## config.mk

```make
export PLATFORM = sky130hd
export DESIGN_NAME = status_led_brightness_mixer_core
export DESIGN_NICKNAME = d
export VERILOG_FILES = /design/src/hdl/slbm_pkg.sv /design/src/hdl/status_led_brightness_mixer_core.sv
export SDC_FILE = /design/constraint.sdc
export NUM_CORES = 2
export LEC_CHECK = 0
export BUFFER_PORTS_ARGS = -buffer_cell sky130_fd_sc_hd__buf_2
export CAP_MARGIN = 0
export CORE_MARGIN = 10
export CORE_UTILIZATION = 58
export DETAILED_ROUTE_END_ITERATION = 8
export PLACE_DENSITY = 0.76
export SYNTH_ARGS = -nofsm -noshare
export SYNTH_HDL_FRONTEND = slang
export SYNTH_SLANG_ARGS = --single-unit
```

## constraint.sdc

```tcl
create_clock -name i_clk -period 24.9 [get_ports i_clk]
set_input_delay 3.735 -clock i_clk [delete_from_list [all_inputs] [get_ports i_clk]]
set_output_delay 3.735 -clock i_clk [all_outputs]
set_load 0.01 [all_outputs]
```

## src/hdl/slbm_pkg.sv

```systemverilog
// Package for the status LED brightness mixer: item types, register indexes,
// register reset values and the arithmetic constants of the mixer.
// No dependencies; used by status_led_brightness_mixer_core.
package slbm_pkg;

    typedef struct packed {
        logic [31:0] time_ms;
        logic [31:0] read_count;
        logic [7:0]  event_head;
        logic        transport_play;
        logic [31:0] clock_ticks;
    } t_in_item;

    typedef struct packed {
        logic [7:0] pwm_duty;
        logic       link_active;
    } t_out_item;

    localparam int CFG_INDEX_W = 3;
    localparam int CFG_DATA_W  = 16;

    typedef enum logic [CFG_INDEX_W-1:0] {
        CFG_LINK_TIMEOUT = 3'd0,
        CFG_LINKED_GLOW  = 3'd1,
        CFG_FLASH_DECAY  = 3'd2,
        CFG_BEAT_PEAK    = 3'd3,
        CFG_BEAT_DECAY   = 3'd4
    } t_cfg_index;

    localparam logic [15:0] LINK_TIMEOUT_RST = 16'd500;
    localparam logic [7:0]  LINKED_GLOW_RST  = 8'd60;
    localparam logic [7:0]  FLASH_DECAY_RST  = 8'd28;
    localparam logic [7:0]  BEAT_PEAK_RST    = 8'd150;
    localparam logic [7:0]  BEAT_DECAY_RST   = 8'd12;

    localparam logic [7:0]  FLASH_PEAK      = 8'd255;
    localparam logic [11:0] BREATHE_PERIOD  = 12'd2400;
    localparam logic [11:0] BREATHE_HALF    = 12'd1200;
    localparam logic [7:0]  BREATHE_MIN     = 8'd6;

    // floor(x / 75) = (x * TIME_RECIP) >> 34 for any 27-bit x.
    localparam logic [27:0] TIME_RECIP = 28'd229064923;
    localparam int          TIME_SHIFT = 34;
    // floor(x / 3) = (x * TICK_RECIP) >> 31 for any 29-bit x.
    localparam logic [29:0] TICK_RECIP = 30'd715827883;
    localparam int          TICK_SHIFT = 31;
    // floor(t / 5) = (t * FIFTH_RECIP) >> 10 for t below 1024.
    localparam logic [7:0]  FIFTH_RECIP = 8'd205;
    localparam int          FIFTH_SHIFT = 10;

endpackage

```

## src/hdl/status_led_brightness_mixer_core.sv

```systemverilog
// Status LED brightness mixer core: five-stage pipeline from update snapshot
// to PWM duty and link flag, with the configuration registers.
// Depends on slbm_pkg.
//
// Usage: the input channel (i_valid, o_stall, i_item) takes one update
// snapshot per item; the output channel (o_valid, i_stall, o_item) gives
// one duty and link flag per item, in order. An item is taken at a clock
// edge with valid high and stall low.
// An item passes through r_s1, r_s2, r_s3, r_bright and r_out to o_valid,
// and one item is taken every cycle while the output is not stalled. The
// stage for the seen counters and pulse levels updates them all together.
// The earlier stages split the time and tick counters by 2400 and 24.
// When the receiver stalls, the result holds in the output register and
// the stages behind it keep filling; o_stall rises only once all stages
// hold an item.
// Configuration writes (i_cfg_valid, o_cfg_ready, i_cfg_index, i_cfg_data)
// are always ready; the user must make them while no item is in flight, as the block does not enforce it.
// A synchronous reset empties the pipeline, zeroes the tracking state and
// loads the register defaults.
module status_led_brightness_mixer_core (
    input  logic                              i_clk,
    input  logic                              i_rst_n,
    input  logic                              i_valid,
    output logic                              o_stall,
    input  slbm_pkg::t_in_item                i_item,
    output logic                              o_valid,
    input  logic                              i_stall,
    output slbm_pkg::t_out_item               o_item,
    input  logic                              i_cfg_valid,
    output logic                              o_cfg_ready,
    input  logic [slbm_pkg::CFG_INDEX_W-1:0]  i_cfg_index,
    input  logic [slbm_pkg::CFG_DATA_W-1:0]   i_cfg_data
);

    typedef struct packed {
        slbm_pkg::t_in_item item;
        logic [20:0]        q_time;
        logic [27:0]        q_tick;
    } t_s2;

    typedef struct packed {
        slbm_pkg::t_in_item item;
        logic [11:0]        phase;
        logic               beat_mark;
    } t_s3;

    logic [15:0] r_link_timeout;
    logic [7:0]  r_linked_glow;
    logic [7:0]  r_flash_decay;
    logic [7:0]  r_beat_peak;
    logic [7:0]  r_beat_decay;

    logic [31:0] r_seen_reads;
    logic [31:0] r_last_read_time;
    logic [7:0]  r_seen_head;
    logic [31:0] r_seen_ticks;
    logic [7:0]  r_flash_level;
    logic [7:0]  r_beat_level;

    logic r_v1, r_v2, r_v3, r_v4, r_out_valid;
    slbm_pkg::t_in_item  r_s1;
    t_s2                 r_s2;
    t_s3                 r_s3;
    logic [7:0]          r_bright;
    logic                r_link;
    slbm_pkg::t_out_item r_out;

    logic ready_out, ready4, ready3, ready2, ready1, fire3;

    logic [54:0] time_prod;
    logic [58:0] tick_prod;
    t_s2         n_s2;

    logic [32:0] q_time_scaled;
    logic [31:0] phase_full;
    logic [29:0] q_tick_x3;
    t_s3         n_s3;

    logic [31:0] n_last_read_time;
    logic [31:0] elapsed;
    logic        n_link;
    logic [7:0]  flash_cur;
    logic        tick_new;
    logic [7:0]  beat_cur;
    logic [11:0] tri_val;
    logic [15:0] fifth_prod;
    logic [7:0]  breathe;
    logic [7:0]  base;
    logic [7:0]  n_bright;
    logic [7:0]  n_flash_level;
    logic [7:0]  n_beat_level;

    logic [15:0] square;
    logic [16:0] duty_sum;
    slbm_pkg::t_out_item n_out;

    assign ready_out   = !r_out_valid || !i_stall;
    assign ready4      = !r_v4 || ready_out;
    assign ready3      = !r_v3 || ready4;
    assign ready2      = !r_v2 || ready3;
    assign ready1      = !r_v1 || ready2;
    assign fire3       = r_v3 && ready4;
    assign o_stall     = !ready1;
    assign o_valid     = r_out_valid;
    assign o_item      = r_out;
    assign o_cfg_ready = 1'b1;

    always_comb begin
        time_prod   = {28'b0, r_s1.time_ms[31:5]} * {27'b0, slbm_pkg::TIME_RECIP};
        tick_prod   = {30'b0, r_s1.clock_ticks[31:3]} * {29'b0, slbm_pkg::TICK_RECIP};
        n_s2.item   = r_s1;
        n_s2.q_time = time_prod[slbm_pkg::TIME_SHIFT +: 21];
        n_s2.q_tick = tick_prod[slbm_pkg::TICK_SHIFT +: 28];
    end

    always_comb begin
        q_time_scaled  = {12'b0, r_s2.q_time} * {21'b0, slbm_pkg::BREATHE_PERIOD};
        phase_full     = r_s2.item.time_ms - q_time_scaled[31:0];
        q_tick_x3      = {2'b0, r_s2.q_tick} + {1'b0, r_s2.q_tick, 1'b0};
        n_s3.item      = r_s2.item;
        n_s3.phase     = phase_full[11:0];
        n_s3.beat_mark = (r_s2.item.clock_ticks[2:0] == 3'b0)
                         && ({1'b0, r_s2.item.clock_ticks[31:3]} == q_tick_x3);
    end

    always_comb begin
        n_last_read_time = (r_s3.item.read_count != r_seen_reads)
                           ? r_s3.item.time_ms : r_last_read_time;
        elapsed   = r_s3.item.time_ms - n_last_read_time;
        n_link    = elapsed < {16'b0, r_link_timeout};
        flash_cur = (r_s3.item.event_head != r_seen_head)
                    ? slbm_pkg::FLASH_PEAK : r_flash_level;
        tick_new  = r_s3.item.transport_play && (r_s3.item.clock_ticks != r_seen_ticks);
        beat_cur  = (tick_new && r_s3.beat_mark) ? r_beat_peak : r_beat_level;
        tri_val   = (r_s3.phase < slbm_pkg::BREATHE_HALF)
                    ? r_s3.phase : slbm_pkg::BREATHE_PERIOD - r_s3.phase;
        fifth_prod = {8'b0, tri_val[10:3]} * {8'b0, slbm_pkg::FIFTH_RECIP};
        breathe   = slbm_pkg::BREATHE_MIN
                    + {2'b0, fifth_prod[slbm_pkg::FIFTH_SHIFT +: 6]};
        base      = n_link ? r_linked_glow : breathe;
        n_bright  = base;
        if (flash_cur > n_bright) begin
            n_bright = flash_cur;
        end
        if (beat_cur > n_bright) begin
            n_bright = beat_cur;
        end
        n_flash_level = (flash_cur > r_flash_decay) ? flash_cur - r_flash_decay : 8'd0;
        n_beat_level  = (beat_cur > r_beat_decay) ? beat_cur - r_beat_decay : 8'd0;
    end

    always_comb begin
        square            = {8'b0, r_bright} * {8'b0, r_bright};
        duty_sum          = {1'b0, square} + {9'b0, square[15:8]} + 17'd1;
        n_out.pwm_duty    = duty_sum[15:8];
        n_out.link_active = r_link;
    end

    always_ff @(posedge i_clk) begin
        if (!i_rst_n) begin
            r_link_timeout <= slbm_pkg::LINK_TIMEOUT_RST;
            r_linked_glow  <= slbm_pkg::LINKED_GLOW_RST;
            r_flash_decay  <= slbm_pkg::FLASH_DECAY_RST;
            r_beat_peak    <= slbm_pkg::BEAT_PEAK_RST;
            r_beat_decay   <= slbm_pkg::BEAT_DECAY_RST;
        end else if (i_cfg_valid && o_cfg_ready) begin
            case (slbm_pkg::t_cfg_index'(i_cfg_index))
                slbm_pkg::CFG_LINK_TIMEOUT: r_link_timeout <= i_cfg_data;
                slbm_pkg::CFG_LINKED_GLOW:  r_linked_glow  <= i_cfg_data[7:0];
                slbm_pkg::CFG_FLASH_DECAY:  r_flash_decay  <= i_cfg_data[7:0];
                slbm_pkg::CFG_BEAT_PEAK:    r_beat_peak    <= i_cfg_data[7:0];
                slbm_pkg::CFG_BEAT_DECAY:   r_beat_decay   <= i_cfg_data[7:0];
                default: begin
                end
            endcase
        end
    end

    always_ff @(posedge i_clk) begin
        if (!i_rst_n) begin
            r_seen_reads     <= '0;
            r_last_read_time <= '0;
            r_seen_head      <= '0;
            r_seen_ticks     <= '0;
            r_flash_level    <= '0;
            r_beat_level     <= '0;
        end else if (fire3) begin
            r_seen_reads     <= r_s3.item.read_count;
            r_last_read_time <= n_last_read_time;
            r_seen_head      <= r_s3.item.event_head;
            if (tick_new) begin
                r_seen_ticks <= r_s3.item.clock_ticks;
            end
            r_flash_level    <= n_flash_level;
            r_beat_level     <= n_beat_level;
        end
    end

    always_ff @(posedge i_clk) begin
        if (!i_rst_n) begin
            r_v1        <= 1'b0;
            r_v2        <= 1'b0;
            r_v3        <= 1'b0;
            r_v4        <= 1'b0;
            r_out_valid <= 1'b0;
        end else begin
            if (ready1) begin
                r_v1 <= i_valid;
            end
            if (ready2) begin
                r_v2 <= r_v1;
            end
            if (ready3) begin
                r_v3 <= r_v2;
            end
            if (ready4) begin
                r_v4 <= r_v3;
            end
            if (ready_out) begin
                r_out_valid <= r_v4;
            end
        end
    end

    always_ff @(posedge i_clk) begin
        if (ready1) begin
            r_s1 <= i_item;
        end
        if (ready2) begin
            r_s2 <= n_s2;
        end
        if (ready3) begin
            r_s3 <= n_s3;
        end
        if (ready4) begin
            r_bright <= n_bright;
            r_link   <= n_link;
        end
        if (ready_out) begin
            r_out <= n_out;
        end
    end

`ifndef SYNTHESIS
    a_link_needs_timeout: assert property (@(posedge i_clk) disable iff (!i_rst_n)
        o_valid && o_item.link_active |-> r_link_timeout != 16'd0)
        else $error("link flagged with zero timeout");

    a_out_from_stage4: assert property (@(posedge i_clk) disable iff (!i_rst_n)
        $rose(r_out_valid) |-> $past(r_v4))
        else $error("result appeared without a stage-four item");

    a_state_holds: assert property (@(posedge i_clk) disable iff (!i_rst_n)
        !fire3 |=> $stable(r_flash_level) && $stable(r_beat_level)
                   && $stable(r_seen_reads) && $stable(r_seen_head))
        else $error("tracking state changed without an item");

    a_no_stall_when_room: assert property (@(posedge i_clk) disable iff (!i_rst_n)
        !r_v1 |-> !o_stall)
        else $error("input stalled with an empty input stage");
`endif

endmodule
```

==> impl_metrics.tcl <==
set metrics [dict create \
    status "finished, final reports clean" \
    overflow 0 \
    synth.avg_cell_area_um2 10.9 \
    die_area_mm2 0.0943 \
    wl_per_cell_um 18.5 \
    cts_num_sinks 549 \
    register_area_mm2 0.0148 \
    antenna_left 0 \
    crit_slowest_cell "nor2_1" \
    finish.utilization_pct 63.3 \
    dp_hpwl_mm 85.0 \
    die_width_um 307 \
    crit_path_max_fanout 15 \
    vias 30822 \
    clock.fmax_mhz 85.4 \
    vias_per_cell 5.46 \
    synth_top_cell_area_share_pct 23.6 \
    io_buffers 139 \
    drt_iter0_drc 1683 \
    hold_buffers 0 \
    slowest_delay_ps 700 \
    timing.critical_path.mode_cell "o21ai_0" \
    synth_nets 5678 \
    place_area_mm2 0.0497 \
    synth_cells 4384 \
    relSlewSlack_pct 21.5 \
    cts_root_buf "clkbuf_16" \
    drv_cap 0 \
    ys_ff_latch 549 \
    fillerInstances 6435 \
    tns_ps 0 \
    firstDrtPassIters 5 \
    synth_most_common_cell "inv_1" \
    critPathLaunchType "flop" \
    cts_buffers 60 \
    dpl.cell_count 5529 \
    crit_type "flop to flop" \
    clock_latency_ps 670 \
    synth.top_cells.by_count "871 x inv_1, 667 x ha_1, 498 x fa_1" \
    stdcell_count 5643 \
    critPathCaptureType "flop" \
    syn_to_final_growth_pct 8.37 \
    htreeDepth 2 \
    min_period_ps 11710 \
    seq_area_frac_synth_pct 30.9 \
    ys_top_cells_by_area "edfxtp_1 24%, fa_1 21%, ha_1 17%, dfxtp_1 7.2%, inv_1 6.8%" \
    synth_cell_types 92 \
    period_share_pct 47.0 \
    min_path_type "flop to flop" \
    num_rows 105 \
    yosysTopAreaCell "edfxtp_1" \
    rrSetupSlack_ps 13190 \
    finalSetupViolCount 0 \
    cts_resized 0 \
    cts_setup_buffers 0 \
    drc 0 \
    rsz0062_at_grt "no" \
    cts.clk_slew.worst_paths_ps 70 \
    fin_nets 5815 \
    grt_pass1_vias 32392 \
    place_congestion 0.933 \
    grt_pass1_wl_mm 171 \
    layout-drive-gt1-share_pct 6.82 \
    start_util_pct 58.4 \
    ioPinCount 141 \
    final-hold-violation-count 0 \
    ys_warn_count 0 \
    ys.flop_type "edfxtp_1" \
    clock_skew_ps 83.0 \
    async_flop_share_pct 0 \
    diodes 0 \
    tightest_slew_ps 1180 \
    worstPathRequired_ps 25310 \
    antenna_found_initial 5 \
    cts_max_path_buffers 3 \
    wl_mm 105 \
    design_area_mm2 0.0518 \
    die_h_um 307 \
    syn-cell-area_mm2 0.0478 \
    grt_max_degree 110 \
    multiInputGateArea_mm2 0.0295 \
    cp.arrival_ps 12120 \
    synth_edf_count 376 \
    gr-usage-all-layers_pct 22.6 \
    cts_tree "done" \
    timing.final.max_slew_violations 0 \
    coreArea_mm2 0.0818 \
]
## worst max-delay path: cells and delay by family (launching register included)
| kind | cells | cell delay [ps] |
|---|---|---|
| AO/OA/AOI/OAI | 19 | 2700 |
| XOR/XNOR | 2 | 330 |
| adder cells (fa/ha/maj) | 6 | 1660 |
| buffers and inverters | 4 | 830 |
| flip-flops | 1 | 390 |
| multiplexers | 2 | 750 |
| AND/OR/NAND/NOR | 18 | 4840 |
## layout make-up
class / count / area share [%]
Clock buffer: 70 / 3.03
Timing Repair Buffer: 151 / 1.52
Clock inverter: 44 / 1.10
Multi-Input combinational cell: 2888 / 57.0
Inverter: 871 / 6.32
Sequential cell: 549 / 28.5
Tap cell: 1070 / 2.58
## cells in the final DEF, fill, tap and decap left out, types with 25 or more instances in the layout
cell type,instances
inv_1,870
mux2i_1,62
a21oi_1,129
and2_1,25
nor2b_1,86
dfxtp_1,173
a21boi_0,88
o21ai_0,84
buf_2,138
nand4_1,32
edfxtp_1,376
ha_1,667
a21o_1,76
nand2b_1,33
nor4_1,25
nor2_1,98
nand2_1,314
nor3_1,35
nand3_1,46
xnor2_1,152
fa_1,498
clkbuf_16,61
xor2_1,99
o21a_1,27
## registers in the layout, summed over array words and instances (netlist names), 9 cells and up
name and count:
r_s3 113, n_s3 105, r_s2 35, r_link_timeout 16, r_last_read_time 32, r_seen_reads 32
r_seen_ticks 32, n_s2 105, o_item 9
## worst paths after layout
kind	from	endpoint	cells past startpoint
worst max-delay path	r_s3[78]	r_bright[5]	51
worst min-delay path	n_s3[43]	r_s3[43]	0
worst max register to register	r_s3[78]	r_bright[5]	51
worst min register to register	n_s3[43]	r_s3[43]	0
## stage by stage
step	setup WS, ps	hold WS [ps]
floorplan	14430	400
global placement	13330	400
detailed placement	13180	405
CTS	13180	387
global route	12170	395
finish	13190	401
## routing by layer
metal | track usage, % | up-vias | wire length [um]
met4 | 6.35 | 10 | 2700
met1 | 30.6 | 15073 | 46900
li1 | - | 14886 | -
met3 | 3.50 | 153 | 5580
met5 | 0 | - | 65
met2 | 37.4 | 700 | 49400
## logic make-up (layout without fill, tap and decap cells)
logic type,after synthesis,after routing,share of synthesized area (%)
other,1,1,0.00785
and+or+nand+nor,792,792,8.24
DFF,549,549,30.9
xor gates and xnor gates,253,253,4.67
buffers and inverters,947,1136,7.45
adders and majority gates,1166,1166,38.3
AOI/OAI and AO/OA,600,600,8.77
muxes,76,76,1.64
Power is left out: the tool's default activity adds up to more than one toggle a clock period on the data nets, which glitch-free logic cannot reach.
